===== src/hdl/assert_macros.svh =====
// Assertion helpers shared by the downscaler modules.
// In synthesis builds every helper expands to nothing.
`ifndef ASSERT_MACROS_SVH
`define ASSERT_MACROS_SVH

`ifndef SYNTHESIS

// The property must hold at every rising clock edge outside reset.
`define RBD_ASSERT(lbl, clk, rst, prop, msg) \
   lbl: assert property (@(posedge clk) disable iff (rst) (prop)) else $error(msg);

// The condition must never be seen at a rising clock edge outside reset.
`define RBD_ASSERT_NEVER(lbl, clk, rst, cond, msg) \
   lbl: assert property (@(posedge clk) disable iff (rst) !(cond)) else $error(msg);

`else

`define RBD_ASSERT(lbl, clk, rst, prop, msg)
`define RBD_ASSERT_NEVER(lbl, clk, rst, cond, msg)

`endif

`endif


===== src/hdl/rbd_pkg.sv =====
`timescale 1ns / 1ps
`default_nettype none

package rbd_pkg;

   // Pixel and result field widths.
   localparam int CHAN_W    = 8;
   localparam int NUM_CHAN  = 4;
   localparam int OUT_COL_W = 12;

   // Stream word widths, padded to whole bytes.
   localparam int REQ_DATA_W = 32;
   localparam int RSP_DATA_W = 48;

   // Configuration registers.
   localparam int SRC_WIDTH_W = 13;
   localparam int SHRINK_W    = 4;
   localparam int CSR_INDEX_W = 1;
   localparam int CSR_DATA_W  = 13;

   localparam logic [CSR_INDEX_W-1:0] CSR_SOURCE_WIDTH = 1'd0;
   localparam logic [CSR_INDEX_W-1:0] CSR_SHRINK_LOG2  = 1'd1;

   localparam logic [SRC_WIDTH_W-1:0] SOURCE_WIDTH_RST = 13'd256;
   localparam logic [SHRINK_W-1:0]    SHRINK_LOG2_RST  = 4'd1;

   // Result queue sizing; the depth is a power of two so the pointers wrap freely.
   localparam int FIFO_DEPTH = 4;
   localparam int FIFO_AW    = 2;
   localparam int FIFO_CNT_W = 3;

   typedef logic [CHAN_W-1:0] chan_type;

   // Channel 0 is red in the lowest bits, then green, blue and alpha.
   typedef chan_type [NUM_CHAN-1:0] pixel_type;

   // Per-pixel decode handed from the scan control to the accumulate stage.
   typedef struct packed {
      logic overwrite;
      logic emit;
      logic row_done;
   } scan_flags_type;

   // One averaged output pixel as it waits in the result queue.
   typedef struct packed {
      logic                 row_done;
      logic [OUT_COL_W-1:0] out_column;
      pixel_type            pixel;
   } result_type;

endpackage

`default_nettype wire


===== src/hdl/rbd_scan_ctrl.sv =====
`timescale 1ns / 1ps
`default_nettype none

`include "assert_macros.svh"

module rbd_scan_ctrl #(
   parameter int MAX_WIDTH       = 4096,
   parameter int MAX_SHRINK_LOG2 = 8,
   parameter int COL_W           = 12,
   parameter int K_W             = 4
) (
   input  logic                             clock,
   input  logic                             reset,
   input  logic                             csr_wen,
   input  logic [rbd_pkg::CSR_INDEX_W-1:0]  csr_index,
   input  logic [rbd_pkg::CSR_DATA_W-1:0]   csr_wdata,
   input  logic                             accept,
   input  logic                             frame_end,
   output logic [K_W-1:0]                   eff_k,
   output logic [COL_W-1:0]                 slot,
   output rbd_pkg::scan_flags_type          flags
);

   localparam int EW_W = $clog2(MAX_WIDTH + 1);
   localparam int XW   = (COL_W > MAX_SHRINK_LOG2) ? COL_W : MAX_SHRINK_LOG2;
   localparam int DW   = ((EW_W > MAX_SHRINK_LOG2) ? EW_W : MAX_SHRINK_LOG2) + 2;

   logic [rbd_pkg::SRC_WIDTH_W-1:0] width_ff, width_in;
   logic [rbd_pkg::SHRINK_W-1:0]    shrink_ff, shrink_in;
   logic [COL_W-1:0]                col_ff, col_in;
   logic [MAX_SHRINK_LOG2-1:0]      row_ff, row_in;

   logic [EW_W-1:0]                 eff_w;
   logic [MAX_SHRINK_LOG2-1:0]      nm1;
   logic [XW-1:0]                   sub;
   logic [DW-1:0]                   col_next;
   logic                            wrap;
   logic                            last_row;
   logic                            first_sub;
   logic                            last_sub;

   // Configuration writes.
   always_comb begin
      width_in  = width_ff;
      shrink_in = shrink_ff;
      if (csr_wen) begin
         unique case (csr_index)
            rbd_pkg::CSR_SOURCE_WIDTH: width_in  = csr_wdata[rbd_pkg::SRC_WIDTH_W-1:0];
            rbd_pkg::CSR_SHRINK_LOG2:  shrink_in = csr_wdata[rbd_pkg::SHRINK_W-1:0];
         endcase
      end
   end

   // Clamp width (zero taken as one) and block size to what the line store holds.
   always_comb begin
      if (width_ff == '0) begin
         eff_w = EW_W'(1);
      end else if (32'(width_ff) > 32'(MAX_WIDTH)) begin
         eff_w = EW_W'(MAX_WIDTH);
      end else begin
         eff_w = EW_W'(width_ff);
      end
      if (32'(shrink_ff) > 32'(MAX_SHRINK_LOG2)) begin
         eff_k = K_W'(MAX_SHRINK_LOG2);
      end else begin
         eff_k = K_W'(shrink_ff);
      end
   end

   // Position of the current pixel within its block.
   assign nm1       = ~({MAX_SHRINK_LOG2{1'b1}} << eff_k);
   assign sub       = XW'(col_ff) & XW'(nm1);
   assign first_sub = (sub == '0);
   assign last_sub  = (sub == XW'(nm1));
   assign last_row  = (row_ff >= nm1);
   assign slot      = col_ff >> eff_k;
   assign col_next  = DW'(col_ff) + DW'(1);
   assign wrap      = (col_next >= DW'(eff_w));

   always_comb begin
      flags.overwrite = (row_ff == '0) && first_sub;
      flags.emit      = last_row && last_sub;
      flags.row_done  = (col_next + (DW'(1) << eff_k)) > DW'(eff_w);
   end

   // Raster counters; a frame end sends both back to the origin.
   always_comb begin
      col_in = col_ff;
      row_in = row_ff;
      if (accept) begin
         if (frame_end) begin
            col_in = '0;
            row_in = '0;
         end else if (wrap) begin
            col_in = '0;
            row_in = last_row ? '0 : row_ff + MAX_SHRINK_LOG2'(1);
         end else begin
            col_in = COL_W'(col_next);
         end
      end
   end

   always_ff @(posedge clock) begin
      if (reset) begin
         width_ff  <= rbd_pkg::SOURCE_WIDTH_RST;
         shrink_ff <= rbd_pkg::SHRINK_LOG2_RST;
         col_ff    <= '0;
         row_ff    <= '0;
      end else begin
         width_ff  <= width_in;
         shrink_ff <= shrink_in;
         col_ff    <= col_in;
         row_ff    <= row_in;
      end
   end

   `RBD_ASSERT(a_frame_end_clears, clock, reset, (accept && frame_end) |=> ((col_ff == '0) && (row_ff == '0)), "counters not cleared after frame end")
   `RBD_ASSERT(a_row_advance, clock, reset, (accept && !frame_end && wrap && !last_row) |=> (row_ff == $past(row_ff) + MAX_SHRINK_LOG2'(1)), "block row did not advance at end of source row")

endmodule

`default_nettype wire


===== config.mk =====
export PLATFORM = sky130hd
export DESIGN_NAME = rbd_scan_ctrl
export DESIGN_NICKNAME = d
export VERILOG_FILES = /design/src/hdl/rbd_pkg.sv /design/src/hdl/rbd_scan_ctrl.sv
export VERILOG_INCLUDE_DIRS = /design/src /design/src/hdl
export SDC_FILE = /design/constraint.sdc
export NUM_CORES = 1
export LEC_CHECK = 0
export BUFFER_PORTS_ARGS = -buffer_cell sky130_fd_sc_hd__buf_4
export CAP_MARGIN = 0
export CORE_UTILIZATION = 35
export CTS_BUF_LIST = sky130_fd_sc_hd__clkbuf_2 sky130_fd_sc_hd__clkbuf_4 sky130_fd_sc_hd__clkbuf_8
export DETAILED_ROUTE_END_ITERATION = 10
export GPL_TIMING_DRIVEN = 0
export HOLD_SLACK_MARGIN = 0.06
export SYNTH_ARGS = -nofsm -noshare
export SYNTH_HDL_FRONTEND = slang
export SYNTH_SLANG_ARGS = --single-unit

===== constraint.sdc =====
create_clock -name clock -period 4.3 [get_ports clock]
set_clock_uncertainty 0.1 [all_clocks]
set_input_delay 0.215 -clock clock [delete_from_list [all_inputs] [get_ports clock]]
set_output_delay 0.215 -clock clock [all_outputs]
set_load 0.02 [all_outputs]

==> metrics.md, run 1 <==
| Metric | Value |
|---|---|
| Critical Path Max Stage Delay | `0.55 ns` |
| Worst hold margin | `0.0679 ns` |
| Vias | `3974` |
| Endpoints failing hold | `0` |
| Worst r2r src | `col_ff[0]$_SDFFE_PP0P_` |
| Max clock buf depth | `2` |
| Die ar. | `~12000 µm²` |
| Routed WL | `11400 µm` |
| RSZ-0062 raised after global routing | `yes` |
| Final setup vio count | `0` |
| CP max stage cell | `or4_4` |
| Slew HR | `0.518` |
| Die span in x | `108 µm` |
| Layout cells sized above 1 | `0.237` |
| Met3 usage | `0.0291` |
| Setup crit start kind | `register` |
| Slew Viols, Final | `0` |
| Initial Util | `0.361` |
| Max FO, Critical Path | `5` |
| Clock Sinks | `37` |
| Peak VDD IR | `124 µV` |
| Fmax | `0.235 GHz` |
| DP Worst Slack | `-0.327 ns` |
| CP dominant cell by count | `and3_4` |
| Final worst slack | `~0.041 ns` |
| Crit-path cells | `ha_4 > and3_4 > and3_4 > and3_4 > xor2_4 > ha_4 > a21oi_4 > a31oi_1 > a211oi_2 > a21oi_2 > xor2_1 > ha_1 > nand4_1 > or4_4 > o221ai_4 > nand3_2 > buf_6` |
| Post-route DRC | `0` |
| Average routed wire per standard cell | `15.7 µm` |
| Fin crit share | `0.991` |
| Crit Path Class | `reg2out` |
| CTS Root Cell | `clkbuf_8` |
| Area Growth Syn to Fin | `27.7%` |
| Async SR Flop Fraction | `0` |
| Worst path top cell family by delay | `simple AND/OR/NAND/NOR gates` |
| H-tree Lvls | `2` |
| Ys Warns | `0` |
| Initial antenna violation count | `0` |
| Die height | `108 µm` |
| Design Power | `1.03 mW` |
| # diodes | `0` |
| Pwr dens | `between 200 and 250 nW/µm²` |
| First-pass GRT wire length | `18300 µm` |
| Post-synth EDFFs | `0` |
| Hold Path Class | `in2reg` |
| 1st-iter DRT viols | `about 220` |
| Library cells used by synthesis | `64` |
| Grt peak-use layer | `met2` |
| PortBufs | `36` |
| All-layer global routing usage | `0.200` |
| Vias in the first global route | `3691` |
| WP buf/inv | `1` |
| Via-per-instance ratio | `~5.5` |
| # nets final | `approximately 660` |
| Leakage | `roughly 2.3 nW` |
| I/O Pins | `38` |
| FF-to-FF End | `row_ff[0]$_SDFFE_PP0P_` |
| DP Cell Count | `689` |
| Flops & latches, synth | `37` |
| CTS tree | `done` |
| Met1 GRT Util | `0.276` |
| Reg2reg setup slack | `0.80 ns` |
| Critical Path RT | `3.98 ns` |
| M2 GR Usage | `0.316` |
| Setup total negative slack | `0 ns` |
| Clock-pin slew on the worst setup and hold paths | `0.08 ns` |
| WHS Path Cells | `3` |
| First-pass DRT Iterations | `5` |
| Core area | `roughly 11000 µm²` |
| CP Capture Type | `output port` |
| Design area | `4990 µm²` |
| Final core occ | `0.461` |
| CP startpoint | `col_ff[1]$_SDFFE_PP0P_` |
| Fin cells | `726` |
| Clk_lat worst skew | `0.29 ns` |
| Synthesized instance count | `510` |
| Site Rows | `38` |
| Mapped Area | `3910 µm²` |
| WP data arrival | `3.94 ns` |
| Status | `complete, no violations` |
| Grt ovf | `0` |
| Number of CTS-inserted buffers | `5` |
| Syn Area/Cell | `7.67 µm²` |
| DP HPWL | `8600 µm` |
| DRT antenna net count | `0` |
| Max-cap viol count | `0` |
| Global placer's final weighted congestion | `0.864` |
| Final min period | `4.26 ns` |
| Worst-Margin Slew | `0.723 ns` |
| Hold EP | `width_ff[2]$_SDFFE_PP0P_` |
| Synth Flop Type | `dfxtp_1` |
| Levels on crit path | `17` |
| Placed cell areas | `4370 µm²` |
| Largest net degree at the start of global routing | `14` |
| Hold path startpoint | `csr_wdata[2]` |
| Seq/Total Area, Yosys | `0.189` |
| R2R cell count | `14` |
[power breakdown]
group / internal [mW] / total, mW / leakage, nW / switching, mW
logic: 0.133 / 0.301 / 1.88 / 0.168
clock network: 0.231 / 0.364 / 0.0681 / 0.133
registers: 0.351 / 0.361 / 0.304 / 0.0102
total: 0.715 / 1.03 / 2.25 / 0.311
[Yosys cell counts, drive strengths merged (10+ instances only)]
cell type | instances | area, µm²
inv | 15 | 56.3
xnor2 | 10 | 87.6
a21oi | 49 | 245
nor3 | 12 | 65.1
mux2i | 11 | 110
clkbuf | 18 | 70.1
nor2b | 12 | 75.1
dfxtp | 37 | 741
nand3 | 19 | 100
a211oi | 10 | 80.1
and3 | 18 | 128
nand2b | 11 | 76.3
o21ai | 23 | 115
buf | 14 | 75.1
nand2 | 68 | 255
nor2 | 26 | 97.6
ha | 54 | 676
[sequential cells by signal (all words and copies together) (netlist names)]
register   flops
shrink_ff      4
row_ff         8
width_ff      13
col_ff        12
[placed cells by master, fill, tap and decap left out, types with 5 or more instances in the layout]
| cell | netlist | final |
|---|---|---|
| ha_1 | 54 | 49 |
| a21o_1 | 5 | 5 |
| and3_1 | 15 | 12 |
| mux2i_1 | 11 | 11 |
| nor3_1 | 11 | 9 |
| nor3b_1 | 7 | 7 |
| nor2b_1 | 12 | 12 |
| a32o_1 | 6 | 6 |
| nand2_1 | 68 | 65 |
| dfxtp_1 | 37 | 30 |
| o211ai_1 | 7 | 7 |
| and3_4 | 3 | 5 |
| nor2_1 | 26 | 25 |
| o21a_1 | 8 | 8 |
| clkbuf_8 | 0 | 5 |
| buf_4 | 2 | 65 |
| and2_1 | 5 | 5 |
| o21ai_1 | 5 | 5 |
| inv_1 | 13 | 13 |
| nand2b_1 | 10 | 10 |
| o21ai_0 | 18 | 17 |
| xor2_1 | 9 | 7 |
| a21oi_1 | 49 | 47 |
| xnor2_1 | 10 | 9 |
| nand3_1 | 18 | 16 |
| a22o_1 | 8 | 8 |
| clkbuf_1 | 16 | 11 |
| dlygate4sd3_1 | 0 | 7 |
| a211oi_1 | 9 | 8 |
[cell families after synthesis]
family	after synthesis	synth area share
xor+xnor	19	0.0426
compound gates	138	0.239
fa+ha+maj	57	0.183
flops	37	0.189
simple gates	199	0.264
buf+inv	48	0.0525
mux	11	0.0282
other cells	1	0.000959
[worst max-delay path by stage]
| stage | slack (ns) | to |
|---|---|---|
| 2_1_floorplan | 0.23 | flags[0] |
| 3_3_place_gp | -0.26 | flags[0] |
| 3_5_place_dp | -0.33 | flags[0] |
| 4_1_cts | 0.003 | flags[0] |
| 5_1_grt | -0.08 | flags[0] |
| 6_report | 0.04 | flags[0] |
[worst min-delay path: cells and delay by family]
family,cells,cell delay [ns]
buffers and inverters,1,0.11
and+or+nand+nor,1,0.05
AOI/OAI and AO/OA,1,0.05
[cell type report]
cell class                 instances  area (µm²)
timing repair buffer              69         539
inverter                          16        62.6
clock buffer                       5        68.8
buffer                            28         154
fill                            1088        5850
sequential                        37         757
clock inverter                     3        65.1
multi-input combinational        428        3170
tap                              140         175
[layer usage]
metal	share of wire	up-vias
met4	0.022	0
met5	0	-
met2	0.45	128
li1	-	2000
met1	0.48	1828
met3	0.049	18
[repair_timing]
action,4_1_cts,5_1_grt
buffers inserted,9,17
hold buffers,6,1
setup endpoints to repair,1,1
resized for setup,37,30
hold endpoints to repair,6,1
pin swaps,9,23
No activity file was read; power rests on OpenSTA's default activity.
==> run 2, diff against run 1 <==
--- a/config.mk
+++ b/config.mk
@@ -8,11 +8,12 @@
 export LEC_CHECK = 0
 export BUFFER_PORTS_ARGS = -buffer_cell sky130_fd_sc_hd__buf_4
 export CAP_MARGIN = 0
-export CORE_UTILIZATION = 35
+export CORE_UTILIZATION = 56
 export CTS_BUF_LIST = sky130_fd_sc_hd__clkbuf_2 sky130_fd_sc_hd__clkbuf_4 sky130_fd_sc_hd__clkbuf_8
 export DETAILED_ROUTE_END_ITERATION = 10
 export GPL_TIMING_DRIVEN = 0
 export HOLD_SLACK_MARGIN = 0.06
+export PLACE_DENSITY = 0.76
 export SYNTH_ARGS = -nofsm -noshare
 export SYNTH_HDL_FRONTEND = slang
 export SYNTH_SLANG_ARGS = --single-unit
==> metrics.md, run 2 (same netlist as run 1, synthesis figures left out) <==
| Metric | Value |
|---|---|
| Vias in the first global route | `3803 (was 3691)` |
| Max clock buf depth | `2 (unchanged)` |
| Hold path startpoint | `csr_wdata[7] (was csr_wdata[2])` |
| WP data arrival | `3.90 ns (was 3.94 ns)` |
| RSZ-0062 raised after global routing | `yes (unchanged)` |
| # nets final | `650 (was 659)` |
| Average routed wire per standard cell | `17.2 µm (was 15.7 µm)` |
| Endpoints failing hold | `0 (unchanged)` |
| I/O Pins | `38 (unchanged)` |
| Initial Util | `0.579 (was 0.361)` |
| Placed cell areas | `4290 µm² (was 4370 µm²)` |
| Design Power | `0.970 mW (was 1.03 mW)` |
| Vias | `4110 (was 3974)` |
| Largest net degree at the start of global routing | `14 (unchanged)` |
| Most frequent cells in the layout | `nand2_1, buf_4, ha_1, a21oi_1, dfxtp_1 (unchanged)` |
| Hold EP | `width_ff[7]$_SDFFE_PP0P_ (was width_ff[2]$_SDFFE_PP0P_)` |
| Clock-pin slew on the worst setup and hold paths | `0.08 ns (about the same)` |
| Grt ovf | `0 (unchanged)` |
| Worst-Margin Slew | `0.631 ns (was 0.723 ns)` |
| Fin crit share | `0.980 (was 0.991)` |
| Core area | `6760 µm² (was 10800 µm²)` |
| Global placer's final weighted congestion | `0.916 (was 0.864)` |
| Routed WL | `11300 µm (was 11400 µm)` |
| # diodes | `0 (unchanged)` |
| DP HPWL | `8200 µm (was 8600 µm)` |
| Worst r2r src | `col_ff[1]$_SDFFE_PP0P_ (was col_ff[0]$_SDFFE_PP0P_)` |
| CTS Root Cell | `clkbuf_8 (unchanged)` |
| Layout cells sized above 1 | `0.231 (was 0.237)` |
| Worst hold margin | `0.0727 ns (was 0.0679 ns)` |
| 1st-iter DRT viols | `294 (was 222)` |
| PortBufs | `36 (unchanged)` |
| Setup crit start kind | `register (unchanged)` |
| Pwr dens | `200 nW/µm² (was 206 nW/µm²)` |
| All-layer global routing usage | `0.312 (was 0.200)` |
| Status | `complete, no violations (unchanged)` |
| Most flops, register | `width_ff (unchanged)` |
| Fin cells | `657 (was 726)` |
| DRT antenna net count | `0 (unchanged)` |
| Initial antenna violation count | `0 (unchanged)` |
| Site Rows | `30 (was 38)` |
| Fillers | `530 (was 1088)` |
| Number of CTS-inserted buffers | `5 (unchanged)` |
| H-tree Lvls | `2 (unchanged)` |
| Most common cell after layout, fill and taps aside | `nand2_1` |
| Crit Path Class | `reg2out (unchanged)` |
| FF-to-FF End | `row_ff[0]$_SDFFE_PP0P_ (unchanged)` |
| Clk_lat worst skew | `0.29 ns (about the same)` |
| Max reg flops | `13 (unchanged)` |
| Setup total negative slack | `0 ns (unchanged)` |
| Max FO, Critical Path | `5 (unchanged)` |
| Hold Path Class | `in2reg (unchanged)` |
| Die span in x | `85.6 µm (was 108 µm)` |
| CP Capture Type | `output port (unchanged)` |
| Slew Viols, Final | `0 (unchanged)` |
| Final setup vio count | `0 (unchanged)` |
| Max-cap viol count | `0 (unchanged)` |
| Via-per-instance ratio | `6.26 (was 5.47)` |
| Post-route DRC | `0 (unchanged)` |
| R2R cell count | `14 (unchanged)` |
| Area Growth Syn to Fin | `24.1% (was 27.7%)` |
| First-pass GRT wire length | `18300 µm (about the same)` |
| Biggest regs | `width_ff x13, col_ff x12, row_ff x8 (unchanged)` |
| First-pass DRT Iterations | `6 (was 5)` |
| Die ar. | `7320 µm² (was 11600 µm²)` |
| Critical Path RT | `3.98 ns (about the same)` |
| Peak VDD IR | `158 µV (was 124 µV)` |
| Die height | `85.6 µm (was 108 µm)` |
| Slew HR | `0.579 (was 0.518)` |
| CTS tree | `done (unchanged)` |
| Fmax | `0.237 GHz (was 0.235 GHz)` |
| DP Cell Count | `629 (was 689)` |
| WHS Path Cells | `3 (unchanged)` |
| Clock Sinks | `37 (unchanged)` |
| Reg2reg setup slack | `0.76 ns (was 0.80 ns)` |
| Design area | `4850 µm² (was 4990 µm²)` |
| Leakage | `2.19 nW (was 2.25 nW)` |
| Final min period | `4.21 ns (was 4.26 ns)` |
-- run 2: changes by cell type in the layout (fill, tap and decap cells not counted), sizes merged --
cell and delta:
clkbuf +2, bufinv -1, buf -8, dlygate4sd3 -2
-- run 2: cell type report --
type | count | area [µm²] | share of cell area
Clock buffer | 6 | 76.3 | 0.0157
Clock inverter | 2 | 38.8 | 0.00800
Tap cell | 80 | 100 | 0.0206
Inverter | 16 | 62.6 | 0.0129
Multi-Input combinational cell | 428 | 3200 | 0.659
Timing Repair Buffer | 60 | 467 | 0.0962
Buffer | 28 | 154 | 0.0317
Sequential cell | 37 | 757 | 0.156
-- run 2: repair_timing --
action / CTS / global route
resized for setup: 39 / 31
pin swaps: 8 / 24
hold endpoints to repair: 4 / 1
hold buffers: 4 / 1
setup endpoints to repair: 1 / 1
setup buffers: 5 / 14
cloned: 0 / 0
-- run 2: worst max path at each step --
stage / endpoint / start / depth (start not counted)
6_report: flags[0] / col_ff[1]$_SDFFE_PP0P_ / 17
5_1_grt: flags[0] / col_ff[1]$_SDFFE_PP0P_ / 16
4_1_cts: flags[0] / col_ff[0]$_SDFFE_PP0P_ / 17
3_5_place_dp: flags[0] / shrink_ff[3]$_SDFFE_PP0P_ / 17
3_3_place_gp: flags[0] / col_ff[0]$_SDFFE_PP0P_ / 17
2_1_floorplan: flags[0] / shrink_ff[3]$_SDFFE_PP0P_ / 16
-- run 2: worst max-delay path, cell delays in order, from the launching register on --
cell and delay, ns:
dfxtp_2 0.37, ha_4 0.16, and3_4 0.19, and3_4 0.21
and3_4 0.23, xor2_4 0.18, ha_4 0.24, a21oi_4 0.16
a31oi_4 0.11, a211oi_2 0.26, a21oi_2 0.09, xor2_1 0.15
ha_1 0.30, nand4_1 0.09, or4_4 0.51, o221ai_2 0.07
nand3_1 0.11, buf_6 0.14
-- run 2: where the power goes --
| group | internal (mW) | switching [mW] | total, mW |
|---|---|---|---|
| Combinational | 0.127 | 0.165 | 0.292 |
| Clock | 0.181 | 0.136 | 0.316 |
| Sequential | 0.351 | 0.0110 | 0.362 |
-- run 2: metal layers --
metal	track usage	vias up	part of all wire
met5	0	-	0
met3	0.0520	28	0.057
met1	0.424	1926	0.46
met2	0.508	175	0.45
met4	0.0909	0	0.028
li1	-	1981	-
-- run 2: through the flow --
stage	setup WS, ns	utilization
6_report	0.0881	0.718
3_5_place_dp	-0.271	0.635
4_1_cts	0.00534	0.684
2_1_floorplan	0.234	-
5_1_grt	-0.0807	0.718
3_3_place_gp	-0.191	0.635
