--- config.mk ---
export PLATFORM = sky130hd
export DESIGN_NAME = rbd_out_fifo
export DESIGN_NICKNAME = d
export VERILOG_FILES = /design/src/hdl/rbd_pkg.sv /design/src/hdl/rbd_out_fifo.sv
export VERILOG_INCLUDE_DIRS = /design/src /design/src/hdl
export SDC_FILE = /design/constraint.sdc
export NUM_CORES = 1
export LEC_CHECK = 0
export ABC_AREA = 0
export BUFFER_PORTS_ARGS = -buffer_cell sky130_fd_sc_hd__buf_2
export CORE_MARGIN = 3
export CORE_UTILIZATION = 41
export CTS_CLUSTER_DIAMETER = 60
export DETAILED_ROUTE_END_ITERATION = 7
export PLACE_DENSITY_LB_ADDON = 0.25
export SYNTH_ARGS = -nofsm -noshare
export SYNTH_HDL_FRONTEND = slang
export SYNTH_SLANG_ARGS = --single-unit
--- constraint.sdc ---
create_clock -name clock -period 2.4 [get_ports clock]
set_input_delay 0.48 -clock clock [delete_from_list [all_inputs] [get_ports clock]]
set_output_delay 0.48 -clock clock [all_outputs]
set_load 0.1 [all_outputs]
--- src/hdl/assert_macros.svh ---
// Assertion helpers shared by the downscaler modules.
// In synthesis builds every helper expands to nothing.
`ifndef ASSERT_MACROS_SVH
`define ASSERT_MACROS_SVH

`ifndef SYNTHESIS

// The property must hold at every rising clock edge outside reset.
`define RBD_ASSERT(lbl, clk, rst, prop, msg) \
   lbl: assert property (@(posedge clk) disable iff (rst) (prop)) else $error(msg);

// The condition must never be seen at a rising clock edge outside reset.
`define RBD_ASSERT_NEVER(lbl, clk, rst, cond, msg) \
   lbl: assert property (@(posedge clk) disable iff (rst) !(cond)) else $error(msg);

`else

`define RBD_ASSERT(lbl, clk, rst, prop, msg)
`define RBD_ASSERT_NEVER(lbl, clk, rst, cond, msg)

`endif

`endif

--- src/hdl/rbd_pkg.sv ---
`timescale 1ns / 1ps
`default_nettype none

package rbd_pkg;

   // Pixel and result field widths.
   localparam int CHAN_W    = 8;
   localparam int NUM_CHAN  = 4;
   localparam int OUT_COL_W = 12;

   // Stream word widths, padded to whole bytes.
   localparam int REQ_DATA_W = 32;
   localparam int RSP_DATA_W = 48;

   // Configuration registers.
   localparam int SRC_WIDTH_W = 13;
   localparam int SHRINK_W    = 4;
   localparam int CSR_INDEX_W = 1;
   localparam int CSR_DATA_W  = 13;

   localparam logic [CSR_INDEX_W-1:0] CSR_SOURCE_WIDTH = 1'd0;
   localparam logic [CSR_INDEX_W-1:0] CSR_SHRINK_LOG2  = 1'd1;

   localparam logic [SRC_WIDTH_W-1:0] SOURCE_WIDTH_RST = 13'd256;
   localparam logic [SHRINK_W-1:0]    SHRINK_LOG2_RST  = 4'd1;

   // Result queue sizing; the depth is a power of two so the pointers wrap freely.
   localparam int FIFO_DEPTH = 4;
   localparam int FIFO_AW    = 2;
   localparam int FIFO_CNT_W = 3;

   typedef logic [CHAN_W-1:0] chan_type;

   // Channel 0 is red in the lowest bits, then green, blue and alpha.
   typedef chan_type [NUM_CHAN-1:0] pixel_type;

   // Per-pixel decode handed from the scan control to the accumulate stage.
   typedef struct packed {
      logic overwrite;
      logic emit;
      logic row_done;
   } scan_flags_type;

   // One averaged output pixel as it waits in the result queue.
   typedef struct packed {
      logic                 row_done;
      logic [OUT_COL_W-1:0] out_column;
      pixel_type            pixel;
   } result_type;

endpackage

`default_nettype wire

--- src/hdl/rbd_out_fifo.sv ---
`timescale 1ns / 1ps
`default_nettype none

`include "assert_macros.svh"

module rbd_out_fifo (
   input  logic                              clock,
   input  logic                              reset,
   input  logic                              push,
   input  rbd_pkg::result_type               push_data,
   output logic                              out_valid,
   input  logic                              out_ready,
   output rbd_pkg::result_type               out_data,
   output logic [rbd_pkg::FIFO_CNT_W-1:0]    count
);

   rbd_pkg::result_type                  entries_ff [rbd_pkg::FIFO_DEPTH];
   logic [rbd_pkg::FIFO_AW-1:0]          wr_ptr_ff, wr_ptr_in;
   logic [rbd_pkg::FIFO_AW-1:0]          rd_ptr_ff, rd_ptr_in;
   logic [rbd_pkg::FIFO_CNT_W-1:0]       count_ff, count_in;
   logic                                 pop;

   assign out_valid = (count_ff != '0);
   assign pop       = out_valid && out_ready;
   assign out_data  = entries_ff[rd_ptr_ff];
   assign count     = count_ff;

   // Pointer and fill-level update.
   always_comb begin
      wr_ptr_in = wr_ptr_ff;
      rd_ptr_in = rd_ptr_ff;
      count_in  = count_ff;
      if (push) begin
         wr_ptr_in = wr_ptr_ff + rbd_pkg::FIFO_AW'(1);
      end
      if (pop) begin
         rd_ptr_in = rd_ptr_ff + rbd_pkg::FIFO_AW'(1);
      end
      case ({push, pop})
         2'b10:   count_in = count_ff + rbd_pkg::FIFO_CNT_W'(1);
         2'b01:   count_in = count_ff - rbd_pkg::FIFO_CNT_W'(1);
         default: count_in = count_ff;
      endcase
   end

   always_ff @(posedge clock) begin
      if (reset) begin
         wr_ptr_ff <= '0;
         rd_ptr_ff <= '0;
         count_ff  <= '0;
      end else begin
         wr_ptr_ff <= wr_ptr_in;
         rd_ptr_ff <= rd_ptr_in;
         count_ff  <= count_in;
      end
   end

   // Queue storage needs no reset.
   always_ff @(posedge clock) begin
      if (push) begin
         entries_ff[wr_ptr_ff] <= push_data;
      end
   end

   `RBD_ASSERT_NEVER(a_fifo_overflow, clock, reset, push && !pop && (count_ff == rbd_pkg::FIFO_CNT_W'(rbd_pkg::FIFO_DEPTH)), "result queue written while full")
   `RBD_ASSERT_NEVER(a_fifo_ptr_count, clock, reset, (rbd_pkg::FIFO_AW'(wr_ptr_ff - rd_ptr_ff) != count_ff[rbd_pkg::FIFO_AW-1:0]), "result queue pointers disagree with fill level")

endmodule

`default_nettype wire

==> results_dict.tcl, run 1 <==
set metrics [dict create \
    status "completed" \
    complex_gate_fraction_of_the_synthesized_area 0.00465 \
    ant_nets 0 \
    total_die_area_um2 18700 \
    crit_path_max_fanout 9 \
    endpoints_failing_hold 0 \
    final.period_utilization 0.983 \
    post-synth-top-area-fraction 0.773 \
    grt_pass1_vias 3484 \
    fraction_of_the_mapped_netlist_area_in_adder_cells 0.0118 \
    drc_errors 0 \
    p_per_area_nw_per_um2 1200 \
    critical_path.max_stage_delay_ns 0.51 \
    hold_path.startpoint "push_data[24]" \
    number_of_antenna_violations_at_the_first_check_in_global_routing 0 \
    worst_r2r_endpoint "count[2]$_SDFFE_PP0P_" \
    largest_net_degree_at_the_start_of_global_routing 31 \
    htreeDepth 4 \
    xor_xnor_portion_of_the_synthesized_cell_area 0.00626 \
    power_frac_clock 0.263 \
    synth.area.top_cells "edfxtp_1 77%, mux4_2 13%, dfxtp_1 2.6%" \
    min_path_type "in -> reg" \
    synth.most_common_cell "edfxtp_1" \
    grt_overflow_total 0 \
    ctsLongestPathBuffers 2 \
    p_switching_mw 3.92 \
    tritoncts_clock_tree "yes" \
    drv_slew 0 \
    synthFlopType "edfxtp_1" \
    cts_buffers 17 \
    rows 47 \
    start_kind "flop" \
    synthDominantAreaCellType "edfxtp_1" \
    post_synth.cell_area_avg_um2 24.8 \
    groute.usage.overall 0.145 \
    vdd_drop_max_mv 1.07 \
    wl_per_cell_um 19.8 \
    worst_slew_pin_slew_ns 0.511 \
    synth_nets 337 \
    grt_pass1_wl_um 19500 \
    fp.dieW_um 137 \
    main_combinational_cell_family_by_area_after_synthesis "multiplexers" \
    synth.area.mux_share 0.149 \
    rsz0062_at_grt "yes" \
    clock-root-buffer "clkbuf_16" \
    synthesis.instances 282 \
    finalCriticalPeriod_ns 2.36 \
    path_cells "bufbuf_16 -> mux4_2 -> buf_6" \
    placement.io_buffers 97 \
    reg_power_frac 0.382 \
    fin_worst_skew_ns 0.00852 \
    antenna_cells_inserted 0 \
    clock_latency_ns 0.43 \
    viasPerCell 4.98 \
    path_class "reg -> out" \
    setup_total_negative_slack_ns 0 \
    start_util 0.420 \
    die-height_um 137 \
    place_hpwl_um 7680 \
    wirelength_um 12600 \
    seq_area_frac_synth 0.798 \
    flow.area_growth_from_synthesis_pct 21.9 \
    area_fraction_in_and_or_nand_and_nor_cells_after_synthesis 0.00966 \
    clock-sinks 189 \
    synthesis.yosys.warnings 0 \
    rr_startpoint "count[0]$_SDFFE_PP0P_" \
    design_power_total_mw 10.2 \
    maxCapViolCount 0 \
    yosysUniqueCellTypes 22 \
    max_slew_headroom_at_the_worst_pin 0.661 \
    synthArstFlopShare 0 \
    drt-pass1-iter-count 4 \
    design.core.area_um2 16600 \
    critPathRequiredTime_ns 1.92 \
    leakagePower_nw 2.92 \
    power.share.switching 0.384 \
    critical-path-slowest-cell "mux4_2" \
    power.combinational.fraction 0.356 \
    num_vias 3168 \
    worstRegToRegCells 7 \
    leading_post_synthesis_cells_by_instance_count "180 x edfxtp_1, 40 x mux4_2, 9 x dfxtp_1" \
    ys_ff_latch 189 \
    timing.critical_path.arrival_ns 1.88 \
    gp_congestion 0.663 \
    path_clk_slew_ns 0.07 \
    dr.first_iter.drc_count 196 \
    worstHoldEndpoint "entries_ff[1][24]$_DFFE_PP_" \
    layout_cells_sized_above_1 0.469 \
    achievable-frequency_mhz 424 \
    intPower_mw 6.30 \
    rrSetupSlack_ns 0.51 \
    end_kind "output pin" \
    hold_path_depth 1 \
    nNetsFinal 458 \
    setup_viol 0 \
    io-pin-count 98 \
    synth_edf_count 180 \
    mappedNetlistArea_um2 7000 \
    cts_hold_buf 0 \
]
stage by stage:
step / cell area, µm² / setup WS, ns / utilization / hold WS [ns] / std cells
after floorplan: 7000 / 0.248 / - / 0.485 / 282
after global placement: 7770 / 0.362 / 0.467 / 0.487 / 601
after detailed placement: 7770 / 0.324 / 0.467 / 0.517 / 601
after CTS: 8490 / -0.00670 / 0.510 / 0.243 / 635
after global routing: 8530 / -0.0262 / 0.512 / 0.257 / 636
final: 8530 / 0.0403 / 0.512 / 0.266 / 636
worst max-delay path by stage:
stage / start / endpoint / slack, ns / cells past startpoint
after floorplan: count[1]$_SDFFE_PP0P_ / count[2]$_SDFFE_PP0P_ / 0.25 / 7
after global routing: flop / out_data[29] / -0.03 / 3
after detailed placement: out_ready / count[2]$_SDFFE_PP0P_ / 0.32 / 8
after CTS: flop / out_data[44] / -0.007 / 3
after global placement: flop / out_data[41] / 0.36 / 3
final: flop / out_data[29] / 0.04 / 3
kinds of logic (layout without fill, tap and decap cells):
| group | Yosys count | in the layout |
|---|---|---|
| AOI/OAI and AO/OA | 5 | 5 |
| xor gates and xnor gates | 5 | 5 |
| adders and majority gates | 6 | 6 |
| buffers and inverters | 17 | 151 |
| DFF | 189 | 189 |
| muxes | 46 | 46 |
| and+or+nand+nor | 14 | 14 |
worst max-delay path: cells and delay by family, from the launching register on:
family                 cells  cell delay, ns
muxes                      1            0.51
DFF                        1            0.42
buffers and inverters      2            0.52
timing repair:
| item | CTS | global route |
|---|---|---|
| buffers inserted | 1 | 1 |
| gates resized for setup | 39 | 17 |
| gates cloned | 1 | 0 |
| endpoints found under the setup margin | 41 | 20 |
cells in the final DEF, fill, tap and decap left out, drive strengths merged:
cell type | netlist | layout
xnor2 | 2 | 2
fa | 1 | 1
dfxtp | 9 | 9
ha | 5 | 5
and2 | 4 | 4
or3 | 2 | 2
o21ai | 1 | 1
bufbuf | 0 | 1
o31a | 1 | 1
o311ai | 1 | 1
a21oi | 2 | 2
mux2i | 1 | 1
clkinv | 0 | 4
buf | 9 | 109
edfxtp | 180 | 180
inv | 6 | 12
xor2 | 3 | 3
nor2 | 8 | 8
mux4 | 45 | 45
clkbuf | 2 | 25
routing by layer:
layer,wire length (µm),vias to the layer above,GRT usage
met2,6470,69,0.242
met3,533,22,0.0360
met4,292,0,0.0655
met1,5290,1652,0.180
li1,-,1425,-
met5,0,-,0
power groups by stage:
stage | logic, mW | clock network, mW | registers (mW)
floorplan | 2.85 | 0 | 4.08
global placement | 3.41 | 0 | 3.97
detailed placement | 3.43 | 0 | 3.98
CTS | 3.64 | 2.76 | 3.90
global route | 3.78 | 2.89 | 3.92
finish | 3.64 | 2.69 | 3.90
area by class of cell:
class,count,area (µm²)
clock buffers,22,507
clock inverters,10,71.3
fillers,1357,8110
inverters,6,22.5
multi-input cells,76,1270
flip-flops and latches,189,5590
well taps,220,275
repair buffers,113,792
flip-flops by register name (all words and copies together), names as in the netlist, named ones only:
signal and count:
entries_ff 180, count 3, rd_ptr_ff 2, wr_ptr_ff 2
Note: power is estimated with default switching activity, not from simulation.
==> inputs of run 2 (changes only) <==
--- a/config.mk
+++ b/config.mk
@@ -10,6 +10,7 @@
 export BUFFER_PORTS_ARGS = -buffer_cell sky130_fd_sc_hd__buf_2
 export CORE_MARGIN = 3
 export CORE_UTILIZATION = 41
+export CTS_BUF_LIST = sky130_fd_sc_hd__clkbuf_16
 export CTS_CLUSTER_DIAMETER = 60
 export DETAILED_ROUTE_END_ITERATION = 7
 export PLACE_DENSITY_LB_ADDON = 0.25
==> run 2 against run 1 <==
Against the previous run:
- sequential share of layout area is 0.53 points higher
- fmax increased by 2.7%
- hold slack is essentially flat
- critical endpoint is now out_data[37]
- sequential power hardly changed
- via count up 0.60%
==> results_dict.tcl, run 2 (same netlist as run 1, synthesis figures left out) <==
set metrics [dict create \
    status "completed" \
    nNetsFinal 457 \
    hold_path_depth 1 \
    maxCapViolCount 0 \
    io-pin-count 98 \
    clock_latency_ns 0.42 \
    rows 47 \
    total_die_area_um2 18700 \
    placement.io_buffers 97 \
    final.setup.worst_slack_ns 0.102 \
    path_clk_slew_ns 0.07 \
    largest_net_degree_at_the_start_of_global_routing 31 \
    layout_cells_sized_above_1 0.470 \
    final.period_utilization 0.957 \
    worstRegToRegCells 7 \
    cts_buffers 17 \
    ant_nets 0 \
    clock-root-buffer "clkbuf_16" \
    drt-pass1-iter-count 4 \
    fp.dieW_um 137 \
    rr_startpoint "count[0]$_SDFFE_PP0P_" \
    wirelength_um 12400 \
    path_class "reg -> out" \
    viasPerCell 5.02 \
    wl_per_cell_um 19.6 \
    start_util 0.420 \
    tritoncts_clock_tree "yes" \
    rsz0062_at_grt "no" \
    gp_congestion 0.663 \
    drc_errors 0 \
    worstHoldEndpoint "entries_ff[1][24]$_DFFE_PP_" \
    critPathRequiredTime_ns 1.92 \
    place_hpwl_um 7680 \
    layout_commonest_cell "edfxtp_1" \
    pre_cts_ws_ns 0.324 \
    clock-sinks 189 \
    leakagePower_nw 2.89 \
    vdd_drop_max_mv 1.07 \
    drv_slew 0 \
    worst_slew_pin_slew_ns 0.511 \
    fin_worst_skew_ns 0.00790 \
    htreeDepth 4 \
    layout_common_cells "180 x edfxtp_1, 55 x buf_2, 49 x buf_4" \
    setup_viol 0 \
    timing.critical_path.arrival_ns 1.82 \
    end_kind "output pin" \
    register_with_the_highest_flop_count "entries_ff" \
    antenna_cells_inserted 0 \
    p_per_area_nw_per_um2 1190 \
    num_vias 3187 \
    groute.usage.overall 0.143 \
    grt_pass1_vias 3471 \
    cts_hold_buf 0 \
    endpoints_failing_hold 0 \
    start_kind "flop" \
    flow.area_growth_from_synthesis_pct 20.9 \
    max_slew_headroom_at_the_worst_pin 0.661 \
    finalCriticalPeriod_ns 2.30 \
    rrSetupSlack_ns 0.51 \
    largest_register_ffs 180 \
    number_of_antenna_violations_at_the_first_check_in_global_routing 0 \
    ctsLongestPathBuffers 2 \
    hold_path.startpoint "push_data[24]" \
    achievable-frequency_mhz 435 \
    dr.first_iter.drc_count 174 \
    grt_pass1_wl_um 19300 \
    design.core.area_um2 16600 \
    min_path_type "in -> reg" \
    worst_r2r_endpoint "count[2]$_SDFFE_PP0P_" \
    die-height_um 137 \
    grt_overflow_total 0 \
    crit_path_max_fanout 18 \
    fin_util 0.508 \
]
==> run 2: critical path: stages (launching register included) <==
cell	delay, ns
dfxtp_4	0.40
buf_12	0.20
mux4_1	0.58
buf_6	0.20
==> run 2: per-layer routing <==
metal | share of wire | GRT usage | vias to the layer above
li1 | - | - | 1421
met1 | 0.41 | 0.177 | 1667
met2 | 0.52 | 0.238 | 81
met3 | 0.049 | 0.0426 | 18
met4 | 0.020 | 0.0554 | 0
met5 | 0 | 0 | -
==> run 2: timing repair <==
item,CTS,global route
setup endpoints to repair,41,27
buffers inserted,0,2
resized for setup,49,1
pin swaps,0,0
cloned,0,0
==> run 2: power breakdown <==
part           internal, mW  switching [mW]  total, mW
sequential             3.81          0.0820       3.90
clock                  1.45            1.17       2.62
combinational         0.922            2.66       3.58
==> run 2: worst max path at each step <==
stage	start	to	slack, ns	depth (start not counted)
6_report	flop	out_data[37]	0.10	3
5_1_grt	flop	out_data[14]	0.03	3
4_1_cts	flop	out_data[37]	-0.004	3
3_5_place_dp	out_ready	count[2]$_SDFFE_PP0P_	0.32	8
3_3_place_gp	flop	out_data[41]	0.36	3
2_1_floorplan	count[1]$_SDFFE_PP0P_	count[2]$_SDFFE_PP0P_	0.25	7
==> run 2: layout make-up <==
cell class	count	area [µm²]
fillers	1372	8180
inverters	6	22.5
multi-input cells	76	1260
well taps	220	275
flip-flops and latches	189	5590
repair buffers	112	747
clock inverters	13	82.6
clock buffers	19	475
==> run 2: stage by stage <==
step           cells  power (mW)  TNS (ns)  hold WS (ns)  cell area [µm²]
2_1_floorplan    282        6.93         0         0.485             7000
3_3_place_gp     601        7.38         0         0.487             7770
3_5_place_dp     601        7.40         0         0.517             7770
4_1_cts          633        10.2  -0.00997         0.247             8440
5_1_grt          635        10.5         0         0.255             8460
6_report         635        10.1         0         0.265             8460
==> inputs of run 3 (changes only) <==
--- a/config.mk
+++ b/config.mk
@@ -9,7 +9,7 @@
 export ABC_AREA = 0
 export BUFFER_PORTS_ARGS = -buffer_cell sky130_fd_sc_hd__buf_2
 export CORE_MARGIN = 3
-export CORE_UTILIZATION = 41
+export CORE_UTILIZATION = 57
 export CTS_BUF_LIST = sky130_fd_sc_hd__clkbuf_16
 export CTS_CLUSTER_DIAMETER = 60
 export DETAILED_ROUTE_END_ITERATION = 7
==> run 3 against run 2 <==
Against the previous run:
- clock skew is 0.0040 ns lower
- clock power is 11% lower
- critical path depth is 1 higher
- final area is 1.2% lower
- via count is 1.3% higher
- utilization is 21 points higher
- critical endpoint is now out_data[24]
- largest cell class unchanged
==> results_dict.tcl, run 3 (same netlist as run 1, synthesis figures left out) <==
set metrics [dict create \
    status "completed" \
    rr_startpoint "count[0]$_SDFFE_PP0P_" \
    ctsLongestPathBuffers 2 \
    m1WireLength_um 4940 \
    clock-root-buffer "clkbuf_16" \
    intPower_mw 6.04 \
    reg_power_frac 0.395 \
    placement.io_buffers 97 \
    crit_path_max_fanout 6 \
    hold_path.startpoint "push_data[26]" \
    design.core.area_um2 11700 \
    end_kind "output pin" \
    path_cells "buf_12 -> buf_4 -> mux4_2 -> buf_2" \
    drv_slew 0 \
    flow.area_growth_from_synthesis_pct 19.4 \
    finalCriticalPeriod_ns 2.35 \
    grt_pass1_wl_um 18300 \
    num_vias 3227 \
    worst_slew_pin_slew_ns 0.506 \
    achievable-frequency_mhz 426 \
    nNetsFinal 463 \
    critical_path.max_stage_delay_ns 0.50 \
    route.top_layer_used "met5" \
    number_of_antenna_violations_at_the_first_check_in_global_routing 1 \
    wirelength_um 12000 \
    groute.usage.overall 0.190 \
    htreeDepth 4 \
    largest_register_ffs 180 \
    power_frac_clock 0.237 \
    min_path_type "in -> reg" \
    place_hpwl_um 7410 \
    viasPerCell 5.74 \
    setup_viol 0 \
    clock-sinks 189 \
    cts_hold_buf 0 \
    drt-pass1-iter-count 4 \
    setup_total_negative_slack_ns 0 \
    power.share.switching 0.388 \
    total_die_area_um2 13600 \
    critical-path-slowest-cell "mux4_2" \
    register_with_the_highest_flop_count "entries_ff" \
    p_switching_mw 3.82 \
    path_clk_slew_ns 0.06 \
    leakagePower_nw 2.89 \
    die-height_um 117 \
    start_util 0.597 \
    antenna_cells_inserted 0 \
    start_kind "flop" \
    timing.critical_path.arrival_ns 1.87 \
    rsz0062_at_grt "yes" \
    grt_pass1_vias 3347 \
    critPathRequiredTime_ns 1.92 \
    rows 39 \
    fin_worst_skew_ns 0.00386 \
    power.combinational.fraction 0.368 \
    largest_net_degree_at_the_start_of_global_routing 32 \
    maxCapViolCount 0 \
    layout_commonest_cell "edfxtp_1" \
    final.period_utilization 0.977 \
    route.met3.wl_um 695 \
    drc_errors 0 \
    grt_overflow_total 0 \
    met2_routed_wirelength_um 5980 \
    cts_buffers 17 \
    worst_hold_slack_ns 0.276 \
    max_slew_headroom_at_the_worst_pin 0.659 \
    dr.first_iter.drc_count 208 \
    wl_per_cell_um 21.3 \
    p_per_area_nw_per_um2 1180 \
    layout_cells_sized_above_1 0.458 \
    clock_latency_ns 0.42 \
    layout_common_cells "180 x edfxtp_1, 67 x buf_2, 41 x mux4_2" \
    tritoncts_clock_tree "yes" \
    ant_nets 0 \
    endpoints_failing_hold 0 \
    path_class "reg -> out" \
    io-pin-count 98 \
    gp_congestion 0.728 \
    vdd_drop_max_mv 1.10 \
    filler_cell_count 709 \
    fp.dieW_um 117 \
]
==> run 3: cell count changes in the layout (fill, tap and decap cells not counted), sizes merged <==
cell and change:
clkbuf +5, inv -7, buf -1, clkinv +5, clkinvlp +2
==> run 3: final timing paths <==
| path | end | slack [ns] | cells past startpoint |
|---|---|---|---|
| max | out_data[24] | 0.05 | 4 |
| min reg2reg | count[2]$_SDFFE_PP0P_ | 0.51 | 2 |
| max reg2reg | count[2]$_SDFFE_PP0P_ | 0.51 | 7 |
| min | entries_ff[1][26]$_DFFE_PP_ | 0.28 | 1 |
==> run 3: layer usage <==
| metal | vias up | GRT usage |
|---|---|---|
| met5 | - | 0 |
| met4 | 2 | 0.0971 |
| met3 | 28 | 0.0622 |
| met2 | 107 | 0.287 |
| met1 | 1652 | 0.251 |
| li1 | 1438 | - |
==> run 3: repair_timing <==
action / 4_1_cts / 5_1_grt
endpoints found under the setup margin: 37 / 23
pin swaps: 0 / 0
gates resized for setup: 17 / 31
setup buffers: 4 / 0
==> run 3: cell type report <==
| type | count | area, µm² | area share |
|---|---|---|---|
| Timing Repair Buffer | 118 | 802 | 0.0960 |
| Tap cell | 143 | 179 | 0.0214 |
| Sequential cell | 189 | 5590 | 0.670 |
| Clock buffer | 17 | 425 | 0.0509 |
| Clock inverter | 13 | 62.6 | 0.00749 |
| Multi-Input combinational cell | 76 | 1270 | 0.152 |
| Inverter | 6 | 22.5 | 0.00270 |
==> run 3: power by group through the flow <==
stage	clock, mW	sequential [mW]	combinational [mW]
after floorplan	0	4.08	2.85
after global placement	0	3.99	3.37
after detailed placement	0	4.01	3.41
after CTS	2.39	3.89	3.58
after global routing	2.55	3.91	3.76
final	2.34	3.89	3.63
==> run 3: critical path, delay by kind of cell, from the launching register on <==
family,cells,cell delay (ns)
buffers and inverters,3,0.60
DFF,1,0.36
muxes,1,0.50
==> run 3: per-stage QoR <==
stage | cells | setup slack [ns] | cell area [µm²] | power, mW | utilization
floorplan | 282 | 0.248 | 7000 | 6.93 | -
global placement | 528 | 0.294 | 7720 | 7.37 | 0.659
detailed placement | 528 | 0.285 | 7720 | 7.41 | 0.659
CTS | 562 | 0.00329 | 8290 | 9.87 | 0.708
global route | 562 | -0.00351 | 8360 | 10.2 | 0.713
finish | 562 | 0.0547 | 8360 | 9.86 | 0.713
